### src/design/dltq_pkg.sv
// Shared types and constants for the delta-list timeout queue.
package dltq_pkg;

  localparam int DELTA_W  = 16;
  localparam int HANDLE_W = 8;
  localparam int ARG_W    = 32;

  localparam logic OP_TICK   = 1'b0;
  localparam logic OP_INSERT = 1'b1;

  typedef struct packed {
    logic [DELTA_W-1:0]  delta;
    logic [HANDLE_W-1:0] handle;
    logic [ARG_W-1:0]    argument;
  } entry_t;

  typedef struct packed {
    logic ge;
    logic eq;
    logic a_zero;
  } alu_flags_t;

  typedef enum logic [2:0] {
    ST_IDLE,
    ST_WALK,
    ST_SHIFT,
    ST_PLACE,
    ST_SCAN,
    ST_FIRE,
    ST_COPY,
    ST_RESP
  } state_t;

endpackage

### src/design/dltq_mem.sv
// Entry store of the timeout table: one write port and one registered read port.
module dltq_mem #(
  parameter int DEPTH = 32,
  parameter int AW    = 5
) (
  input  logic            clk,
  input  logic            wr_en,
  input  logic [AW-1:0]   wr_addr,
  input  dltq_pkg::entry_t wr_data,
  input  logic [AW-1:0]   rd_addr,
  output dltq_pkg::entry_t rd_data
);
  import dltq_pkg::*;

  entry_t mem [DEPTH];

  always_ff @(posedge clk) begin
    if (wr_en) begin
      mem[wr_addr] <= wr_data;
    end
  end

  always_ff @(posedge clk) begin
    rd_data <= mem[rd_addr];
  end

endmodule

### src/design/dltq_alu.sv
// Shared delta unit: one subtractor with its compare and zero flags.
module dltq_alu (
  input  logic [dltq_pkg::DELTA_W-1:0] a,
  input  logic [dltq_pkg::DELTA_W-1:0] b,
  output logic [dltq_pkg::DELTA_W-1:0] diff,
  output dltq_pkg::alu_flags_t         flags
);
  import dltq_pkg::*;

  logic [DELTA_W:0] wide;

  assign wide         = {1'b0, a} - {1'b0, b};
  assign diff         = wide[DELTA_W-1:0];
  assign flags.ge     = !wide[DELTA_W];
  assign flags.eq     = (a == b);
  assign flags.a_zero = (a == '0);

endmodule

### src/design/delta_list_timeout_queue.sv
// Top level of the delta-list timeout queue: sequencer, output register and assertions.
//
// Requests arrive on the input channel (in_valid/in_ready) and results leave on
// the output channel (out_valid/out_ready). One request is worked on at a time;
// in_ready is high only while the sequencer is idle.
// An insert walks the table one entry per cycle through the shared subtractor,
// then moves the later entries up one slot per cycle. It gives one result.
// A tick scans leading entries one per cycle to find and decrement the first
// positive delta. If it fires, every expired entry is read and presented one per
// cycle while the output register is free, and the remaining entries are then
// moved down one per cycle. Each result sits in an output register; the
// sequencer may finish and take the next request while the last result still
// waits. When the receiver stalls, firing pauses until the register is free.
// Reset empties the table at once; the entry store needs no clearing pass, as
// only stored entries are read.
module delta_list_timeout_queue #(
  parameter int TABLE_DEPTH = 32
) (
  input  logic                          clk,
  input  logic                          rst,
  input  logic                          in_valid,
  output logic                          in_ready,
  input  logic                          opcode,
  input  logic                          masked,
  input  logic [dltq_pkg::HANDLE_W-1:0] handle,
  input  logic [dltq_pkg::ARG_W-1:0]    argument,
  input  logic [dltq_pkg::DELTA_W-1:0]  delay_ticks,
  output logic                          out_valid,
  input  logic                          out_ready,
  output logic                          fired,
  output logic [dltq_pkg::HANDLE_W-1:0] fired_handle,
  output logic [dltq_pkg::ARG_W-1:0]    fired_argument,
  output logic                          overflow,
  output logic                          last
);
  import dltq_pkg::*;

  localparam int AW = $clog2(TABLE_DEPTH);
  localparam int CW = $clog2(TABLE_DEPTH + 1);

  state_t state, state_next;

  logic [CW-1:0]       cnt, cnt_next;
  logic [CW-1:0]       idx, idx_next;
  logic [CW-1:0]       pos, pos_next;
  logic [CW-1:0]       kcnt, kcnt_next;
  logic [DELTA_W-1:0]  tval, tval_next;
  logic [HANDLE_W-1:0] hreg, hreg_next;
  logic [ARG_W-1:0]    areg, areg_next;
  logic                masked_r, masked_next;
  logic                dec_r, dec_next;
  logic                resp_ovf, resp_ovf_next;

  logic                wr_en;
  logic [AW-1:0]       wr_addr;
  entry_t              wr_data;
  logic [AW-1:0]       rd_addr;
  entry_t              rd_data;

  logic [DELTA_W-1:0]  alu_a, alu_b, alu_diff;
  alu_flags_t          flags;

  logic                in_acc, slot_free, full, empty;
  logic                idx_end, fire_end, copy_end, shift_end, scan_zero;
  logic [CW-1:0]       idx_inc, pos_inc, pos_dec, cnt_dec, copy_dst;

  logic                load_out;
  logic                ld_fired, ld_overflow, ld_last;
  logic [HANDLE_W-1:0] ld_handle;
  logic [ARG_W-1:0]    ld_argument;

  dltq_mem #(
    .DEPTH (TABLE_DEPTH),
    .AW    (AW)
  ) u_mem (
    .clk     (clk),
    .wr_en   (wr_en),
    .wr_addr (wr_addr),
    .wr_data (wr_data),
    .rd_addr (rd_addr),
    .rd_data (rd_data)
  );

  dltq_alu u_alu (
    .a     (alu_a),
    .b     (alu_b),
    .diff  (alu_diff),
    .flags (flags)
  );

  assign in_ready  = (state == ST_IDLE);
  assign in_acc    = in_valid && in_ready;
  assign slot_free = !out_valid || out_ready;
  assign full      = (cnt == CW'(TABLE_DEPTH));
  assign empty     = (cnt == '0);
  assign idx_inc   = idx + 1'b1;
  assign pos_inc   = pos + 1'b1;
  assign pos_dec   = pos - 1'b1;
  assign cnt_dec   = cnt - 1'b1;
  assign copy_dst  = pos - kcnt;
  assign idx_end   = (idx_inc == cnt);
  assign fire_end  = (idx_inc == kcnt);
  assign copy_end  = (pos_inc == cnt);
  assign shift_end = (pos == idx);
  assign scan_zero = flags.a_zero || (!dec_r && flags.eq);

  always_comb begin
    unique case (state)
      ST_WALK: begin
        alu_a = tval;
        alu_b = rd_data.delta;
      end
      ST_SCAN: begin
        alu_a = rd_data.delta;
        alu_b = DELTA_W'(1);
      end
      default: begin
        alu_a = rd_data.delta;
        alu_b = tval;
      end
    endcase
  end

  always_comb begin
    state_next = state;
    unique case (state)
      ST_IDLE: begin
        if (in_acc) begin
          if (opcode == OP_INSERT) begin
            if (full) begin
              state_next = ST_RESP;
            end else if (empty) begin
              state_next = ST_PLACE;
            end else begin
              state_next = ST_WALK;
            end
          end else begin
            state_next = empty ? ST_RESP : ST_SCAN;
          end
        end
      end
      ST_WALK: begin
        if (flags.ge) begin
          if (idx_end) begin
            state_next = ST_PLACE;
          end
        end else begin
          state_next = ST_SHIFT;
        end
      end
      ST_SHIFT: begin
        if (shift_end) begin
          state_next = ST_PLACE;
        end
      end
      ST_PLACE: begin
        state_next = ST_RESP;
      end
      ST_SCAN: begin
        if (!flags.a_zero && masked_r) begin
          state_next = ST_RESP;
        end else if (scan_zero) begin
          if (idx_end) begin
            state_next = masked_r ? ST_RESP : ST_FIRE;
          end
        end else begin
          state_next = (idx == '0) ? ST_RESP : ST_FIRE;
        end
      end
      ST_FIRE: begin
        if (slot_free && fire_end) begin
          state_next = (kcnt == cnt) ? ST_IDLE : ST_COPY;
        end
      end
      ST_COPY: begin
        if (copy_end) begin
          state_next = ST_IDLE;
        end
      end
      ST_RESP: begin
        if (slot_free) begin
          state_next = ST_IDLE;
        end
      end
      default: begin
        state_next = ST_IDLE;
      end
    endcase
  end

  always_comb begin
    cnt_next      = cnt;
    idx_next      = idx;
    pos_next      = pos;
    kcnt_next     = kcnt;
    tval_next     = tval;
    hreg_next     = hreg;
    areg_next     = areg;
    masked_next   = masked_r;
    dec_next      = dec_r;
    resp_ovf_next = resp_ovf;
    wr_en         = 1'b0;
    wr_addr       = idx[AW-1:0];
    wr_data       = rd_data;
    rd_addr       = idx[AW-1:0];
    load_out      = 1'b0;
    ld_fired      = 1'b0;
    ld_handle     = '0;
    ld_argument   = '0;
    ld_overflow   = 1'b0;
    ld_last       = 1'b1;
    unique case (state)
      ST_IDLE: begin
        idx_next      = '0;
        rd_addr       = '0;
        tval_next     = delay_ticks;
        hreg_next     = handle;
        areg_next     = argument;
        masked_next   = masked;
        dec_next      = 1'b0;
        resp_ovf_next = (opcode == OP_INSERT) && full;
      end
      ST_WALK: begin
        if (flags.ge) begin
          tval_next = alu_diff;
          idx_next  = idx_inc;
          rd_addr   = idx_inc[AW-1:0];
        end else begin
          pos_next = cnt_dec;
          rd_addr  = cnt_dec[AW-1:0];
        end
      end
      ST_SHIFT: begin
        wr_en   = 1'b1;
        wr_addr = pos_inc[AW-1:0];
        if (shift_end) begin
          wr_data.delta = alu_diff;
        end else begin
          pos_next = pos_dec;
          rd_addr  = pos_dec[AW-1:0];
        end
      end
      ST_PLACE: begin
        wr_en            = 1'b1;
        wr_addr          = idx[AW-1:0];
        wr_data.delta    = tval;
        wr_data.handle   = hreg;
        wr_data.argument = areg;
        cnt_next         = cnt + 1'b1;
      end
      ST_SCAN: begin
        if (!flags.a_zero && !dec_r) begin
          wr_en         = 1'b1;
          wr_data.delta = alu_diff;
          dec_next      = 1'b1;
        end
        if (scan_zero && !(masked_r && !flags.a_zero)) begin
          if (idx_end) begin
            kcnt_next = cnt;
            idx_next  = '0;
            rd_addr   = '0;
          end else begin
            idx_next = idx_inc;
            rd_addr  = idx_inc[AW-1:0];
          end
        end else begin
          kcnt_next = idx;
          idx_next  = '0;
          rd_addr   = '0;
        end
      end
      ST_FIRE: begin
        if (slot_free) begin
          load_out    = 1'b1;
          ld_fired    = 1'b1;
          ld_handle   = rd_data.handle;
          ld_argument = rd_data.argument;
          ld_last     = fire_end;
          if (fire_end) begin
            pos_next = kcnt;
            rd_addr  = kcnt[AW-1:0];
            if (kcnt == cnt) begin
              cnt_next = '0;
            end
          end else begin
            idx_next = idx_inc;
            rd_addr  = idx_inc[AW-1:0];
          end
        end
      end
      ST_COPY: begin
        wr_en   = 1'b1;
        wr_addr = copy_dst[AW-1:0];
        if (copy_end) begin
          cnt_next = cnt - kcnt;
        end else begin
          pos_next = pos_inc;
          rd_addr  = pos_inc[AW-1:0];
        end
      end
      ST_RESP: begin
        if (slot_free) begin
          load_out    = 1'b1;
          ld_overflow = resp_ovf;
        end
      end
      default: begin
        wr_en = 1'b0;
      end
    endcase
  end

  always_ff @(posedge clk) begin
    if (rst) begin
      state     <= ST_IDLE;
      cnt       <= '0;
      out_valid <= 1'b0;
    end else begin
      state <= state_next;
      cnt   <= cnt_next;
      if (load_out) begin
        out_valid <= 1'b1;
      end else if (out_ready) begin
        out_valid <= 1'b0;
      end
    end
  end

  always_ff @(posedge clk) begin
    idx      <= idx_next;
    pos      <= pos_next;
    kcnt     <= kcnt_next;
    tval     <= tval_next;
    hreg     <= hreg_next;
    areg     <= areg_next;
    masked_r <= masked_next;
    dec_r    <= dec_next;
    resp_ovf <= resp_ovf_next;
    if (load_out) begin
      fired          <= ld_fired;
      fired_handle   <= ld_handle;
      fired_argument <= ld_argument;
      overflow       <= ld_overflow;
      last           <= ld_last;
    end
  end

  // The table never holds more entries than it has slots.
  a_cnt_bound: assert property (@(posedge clk) disable iff (rst)
    cnt <= CW'(TABLE_DEPTH))
    else $error("entry count exceeds table depth");

  // An insert into a full table leaves the table untouched.
  a_full_insert: assert property (@(posedge clk) disable iff (rst)
    (in_acc && opcode == OP_INSERT && full) |=> (state == ST_RESP && $stable(cnt)))
    else $error("insert into full table changed the table");

  // Firing only reads stored entries.
  a_fire_range: assert property (@(posedge clk) disable iff (rst)
    (state == ST_FIRE) |-> (idx < kcnt && kcnt <= cnt && kcnt != '0))
    else $error("fire index outside stored entries");

  // Walking and scanning stay within the stored entries.
  a_walk_range: assert property (@(posedge clk) disable iff (rst)
    (state == ST_WALK || state == ST_SCAN) |-> (idx < cnt))
    else $error("scan index outside stored entries");

  // A new result is only loaded once the previous one has been taken.
  a_no_overwrite: assert property (@(posedge clk) disable iff (rst)
    (out_valid && !out_ready) |=> ($stable(fired_handle) && $stable(last)))
    else $error("pending result overwritten");

endmodule
### config.mk
export PLATFORM = sky130hd
export DESIGN_NAME = delta_list_timeout_queue
export DESIGN_NICKNAME = d
export VERILOG_FILES = /design/src/design/dltq_pkg.sv /design/src/design/dltq_mem.sv /design/src/design/dltq_alu.sv /design/src/design/delta_list_timeout_queue.sv
export SDC_FILE = /design/constraint.sdc
export NUM_CORES = 2
export LEC_CHECK = 0
export BUFFER_PORTS_ARGS = -buffer_cell sky130_fd_sc_hd__buf_2
export CAP_MARGIN = 20
export CORE_ASPECT_RATIO = 0.7
export CORE_MARGIN = 2
export CORE_UTILIZATION = 60
export CTS_CLUSTER_SIZE = 40
export DETAILED_ROUTE_END_ITERATION = 6
export PLACE_DENSITY = 0.79
export SYNTH_ARGS = -nofsm -noshare
export SYNTH_HDL_FRONTEND = slang
export SYNTH_SLANG_ARGS = --single-unit
### constraint.sdc
create_clock -name clk -period 7.4 [get_ports clk]
set_clock_uncertainty 0.15 [all_clocks]
set_input_delay 1.11 -clock clk [delete_from_list [all_inputs] [get_ports clk]]
set_output_delay 1.11 -clock clk [all_outputs]
set_load 0.05 [all_outputs]
# After elaboration in Yosys (flattened, before gate mapping)
# Memory sizes are Yosys's and may differ from the RTL's. A register that Yosys moved wholly into a read port is not among the register bits.
# Index checks and enable logic that the tools add are counted.
[totals]
ff_bits = 130
latch_bits = 0
ramBits = 1792
rom_bits = 0
in_bits = 62
out_inout_bits = 45
elab_cells = 155
n_memories = 1
[classes]
add_sub_neg = 8
n_mul = 0
div = 0
order_cmp = 0
n_eq_ne = 31
shift = 0
muxes = 64
n_bitwise = 0
reduce_logical = 34
[mem_list]
columns = ["memory", "depth", "width", "rd", "rd_clocked_by_memory_dff", "write_ports", "line", "source"]
rows = [
  ["u_mem.mem", 32, 56, 1, 1, 1, "dltq_mem.sv:15", "entry_t mem [DEPTH];"],
]
[op_table]
columns = ["operator", "count"]
rows = [
  ["$mux 6", 16],
  ["$mux 16", 4],
  ["$pmux 16 s2", 2],
  ["$pmux 16 s3", 1],
  ["$pmux 6 s4", 2],
  ["$mux 40", 1],
  ["$mux 3", 13],
  ["$mux 5", 7],
  ["$eq 6x6->1", 5],
  ["$pmux 5 s6", 1],
  ["$ne 2x2->1 const B", 13],
  ["$pmux 3 s8", 1],
  ["$add 6x1->6 const B", 3],
  ["$pmux 6 s3", 1],
  ["$sub 16x16->17", 1],
  ["$eq 16x16->1", 1],
  ["$logic_not 16->1", 1],
  ["$eq 3x3->1 const B", 4],
  ["$logic_not 6->1", 2],
  ["$sub 6x1->6 const B", 2],
  ["$pmux 5 s2", 1],
  ["$reduce_and 2->1", 5],
  ["$mux 1", 8],
  ["$mux 2", 4],
  ["other kinds (22)", 38],
]

# Logic depth before layout (Yosys ltp)
[depth]
ltp_word = 9
mapped_depth = 23
mapped_depth_nobuf = 18

# Hierarchy
# Synthesis repeated with hierarchy kept, for this count alone.
[unflattened]
hier_cells = 4769
area_unflattened_um2 = 79685.2
[modules_own_cells]
columns = ["module", "n_inst", "cells_per_inst", "area_each_um2"]
rows = [
  ["dltq_mem", 1, 3917, 70794.1],
  ["delta_list_timeout_queue", 1, 719, 8002.7],
  ["dltq_alu", 1, 133, 888.4],
]

# Worst setup path before layout
# No wires, ideal clock.
[synth_path]
path_kind = "register -> register"
from = "register pos[0]"
to = "memory u_mem.mem[25][0] (netlist bit) (enable)"
setup_ns = 0.470
arrival_time_ns = 4.783
t_required_ns = 6.780
setup_slack_ns = 1.996
path_stages_with_launch = 14
cell_sequence = "edfxtp_1 -> inv_1 -> ha_1 -> inv_1 -> fa_1 -> a21o_1 -> a21oi_1 -> xnor2_1 -> nand2_1 -> o21ai_0 -> o21ai_0 -> and2_1 -> nand2_1 -> nor2_1"
[synth_between]
elab_chain_len = 2
word_cells_on_any_way = 3
classes_between = "add/sub: 2; mux: 1"
[synth_rtl]
columns = ["item", "line", "source"]
rows = [
  ["start: declaration", "delta_list_timeout_queue.sv:45", "logic [CW-1:0] pos, pos_next;"],
  ["start signal: assignment", "delta_list_timeout_queue.sv:331", "pos <= pos_next;"],
  ["$add 6x1->6 / $sub 5x5->5 (equally long branches)", "delta_list_timeout_queue.sv:97, delta_list_timeout_queue.sv:100", ""],
  ["$pmux 5 s2 (*)", "delta_list_timeout_queue.sv:212", "unique case (state)"],
  ["end: declaration", "dltq_mem.sv:15", ""],
]
# Every way passes the cells marked *; elsewhere a longest branch is shown, timed or not.

# Worst setup path in the final report
[layout_path]
from = "register state[2]"
to = "register u_mem.rd_data[23] (netlist name)"
[layout_between]
elab_chain_len = 9
word_cells_on_any_way = 20
classes_between = "add/sub: 1; eq/ne: 6; mux: 5; reduce/logical: 8"
[layout_rtl]
columns = ["item", "line", "source"]
rows = [
  ["start: declaration", "delta_list_timeout_queue.sv:41", "state_t state, state_next;"],
  ["start signal: assignment", "delta_list_timeout_queue.sv:319", "state <= state_next;"],
  ["parallel branches: the longest is 8 deep, another holds $sub 16x16->17", "--", ""],
  ["$pmux 5 s6 (*)", "delta_list_timeout_queue.sv:212", ""],
]
# Every way passes the cells marked *.
# A chain may end at the register's enable or synchronous reset.

==> results.cfg <==
[drt]
route.layer.met1.wl_mm = 82.8
wl_per_cell_um = 28.9
vias = 52000
met2WireLength_mm = 101
firstDrtPassIters = 7
route.antenna.remaining_nets = 0
routed_wl_mm = 223
wl_met3_mm = 30.5
drc_errors = 1
highest_layer = met5
initialDrtViolationCount = 8625
routed_via_density = 6.73

[hold_path]
hold_path_class = in2reg

[sta]
period_minus_slack_ns = 6.95
fmax_mhz = 144
rsz0062_at_grt = no
slew_headroom_pct = 22.6
final_max_slew_viol_count = 0
worst_slack_ns = 0.451
fin_hold_ws_ns = 0.317
fin_crit_sh_pct = 93.9
finalHoldViolCount = 0
setup_violations = 0
worst_pin_slew_ns = 1.16
setup_tns_ns = 0

[clock_tree]
cts_buffer_depth = 3
cts_setup_buffers = 0
insertion_delay_ns = 0.83
cts_buffers = 174
clkSlewWorstSetupHoldPaths_ns = 0.07
htree_levels = 4
cts_resized = 0
cts_tree = yes
ctsRootBufferMaster = clkbuf_16
clock-sinks = 1978
hold_buffers = 0

[place]
hpwlAfterDp_mm = 114
post-place-ws_ns = 0.749
port_buffers = 106
post-place-cells = 7397
place_congestion = 0.918

[critical_path]
endpoint_kind = register
worstPathCellList = nand2b_1, nor2_1, nor2_1, buf_4, a21oi_1, ha_1, inv_1, fa_1, a21oi_1, o21bai_2, a21oi_1, o31ai_2, a22o_2, nand3b_1, a311oi_4, buf_12, buf_4, a31oi_1, a2111oi_0, o211ai_1
cp_data_arrival_time_ns = 7.42
startpoint_type = register
crit_fanout = 48
worst_path_most_repeated_cell = a21oi_1
slowest_stage = a2111oi_0
required_ns = 7.87
path_class = reg2reg
critPathMaxStageDelay_ns = 0.86

[final_layout]
fin_nets = 5922
final_common_cell = edfxtp_1
drive_above_1_share_pct = 11.4
fillers = 8372
areaGrowthSynthToFinish_pct = 11.7
layout_common_cells = 1912 x edfxtp_1, 1341 x nand2_1, 286 x a211oi_1
finalNonFillerCells = 7730

[global_routing]
grt_pass1_wl_mm = 323
antenna_found_initial = 5
grt_overflow_total = 0
track_usage_pct = 32.5
grt_start_max_net_pins = 111
grt_pass1_vias = 49200

[floorplanning]
rows = 111
die_x_um = 440
core_area_um2 = 132000
start_util_pct = 60.7
ios = 107
die_h_um = 309
die-area_um2 = 136000

[outcome]
failed_checks = DRC
status = finished, violations left

[logic_synthesis]
synthCells = 5750
synthArstFlopShare_pct = 0
syn_nets = 5847
synth.avg_cell_area_um2 = 13.9
synth_area_um2 = 79900
synth_edf_count = 1912
ys_seq_elements = 1978
yosysSeqAreaShare_pct = 73.5
ys_warn_count = 0
synth_cell_types = 74
synthFlopType = edfxtp_1

[job]
maxCapViolations = 0
[synth_stat cells, drive strengths merged, types with 6 or more instances]
| library cell | count | share of area, % |
|---|---|---|
| a2111oi | 56 | 0.64 |
| a211oi | 288 | 2.7 |
| a21o | 10 | 0.094 |
| a21oi | 38 | 0.24 |
| a221o | 6 | 0.075 |
| a221oi | 57 | 0.62 |
| a22oi | 39 | 0.37 |
| a311oi | 171 | 1.9 |
| a31oi | 172 | 1.4 |
| and2 | 271 | 2.1 |
| and3 | 176 | 1.4 |
| buf | 137 | 0.89 |
| clkbuf | 264 | 1.3 |
| dfxtp | 66 | 1.7 |
| edfxtp | 1912 | 72 |
| ha | 32 | 0.50 |
| inv | 30 | 0.14 |
| mux2 | 44 | 0.62 |
| mux2i | 73 | 0.91 |
| nand2 | 1341 | 6.3 |
| nand2b | 9 | 0.070 |
| nand3 | 187 | 1.2 |
| nor2 | 87 | 0.41 |
| nor2b | 15 | 0.12 |
| nor3 | 16 | 0.10 |
| nor4 | 11 | 0.10 |
| o211ai | 61 | 0.57 |
| o21ai | 55 | 0.34 |
| o22ai | 11 | 0.086 |
| xnor2 | 32 | 0.37 |
| xor2 | 28 | 0.31 |
[final timing paths]
path	endpoint	from	cells after the start	slack [ns]
hold / removal	areg[2]$_DFFE_PP_	argument[2]	1	0.32
hold reg to reg	fired_handle[6]$_SDFFCE_PN0P_	u_mem.rd_data[38]$_DFF_P_	1	0.39
setup / recovery	u_mem.rd_data[23]$_DFF_P_	state[2]$_SDFFE_PP0P_	20	0.45
setup reg to reg	u_mem.rd_data[23]$_DFF_P_	state[2]$_SDFFE_PP0P_	20	0.45
[routing by layer]
metal	global-route usage, %	vias up
li1	-	21900
met1	47.0	25300
met2	49.3	4167
met3	6.43	615
met4	12.9	2
met5	0	-
[cell families (layout without fill, tap and decap cells)]
family / count (synthesis) / after routing / share of synthesized area [%]
xor+xnor: 63 / 63 / 0.768
buf+inv: 432 / 659 / 2.30
fa+ha+maj: 35 / 35 / 0.576
simple gates: 2132 / 2132 / 11.9
flops: 1978 / 1978 / 73.5
compound gates: 993 / 993 / 9.34
mux: 117 / 117 / 1.54
other cells: 0 / 2 / 0
[critical path: cells and delay by family, from the launching register on]
kind,cells,cell delay [ns]
flops,1,0.63
buf+inv,4,0.97
compound gates,10,3.30
fa+ha+maj,2,0.65
simple gates,4,0.95
[stage by stage]
step / area [µm²] / utilization (%)
finish: 89200 / 67.8
global route: 89200 / 67.8
CTS: 89200 / 67.8
detailed placement: 83400 / 63.4
global placement: 83400 / 63.4
floorplan: 79900 / -
[final cells by class]
class                           count  area, µm²  share of cell area (%)
Multi-Input combinational cell   3340      19700                    22.1
Timing Repair Buffer              300       2770                    3.11
Tap cell                         1751       2190                    2.46
Clock buffer                      235       4810                    5.39
Sequential cell                  1978      58700                    65.8
Antenna cell                        2       5.00                 0.00561
Inverter                           31        118                   0.132
Clock inverter                     93        922                    1.03
[state kept, by name, summed over array words and instances (netlist names)]
register / count
areg: 32
cnt: 6
dec_r: 1
fired: 1
fired_argument: 32
fired_handle: 8
hreg: 8
idx: 6
kcnt: 6
last: 1
masked_r: 1
out_valid: 1
overflow: 1
pos: 6
resp_ovf: 1
state: 3
tval: 16
u_mem.mem: 1792
u_mem.rd_data: 56
Power is left out: the tool's default activity adds up to more than one toggle a clock period on the data nets, which glitch-free logic cannot reach.
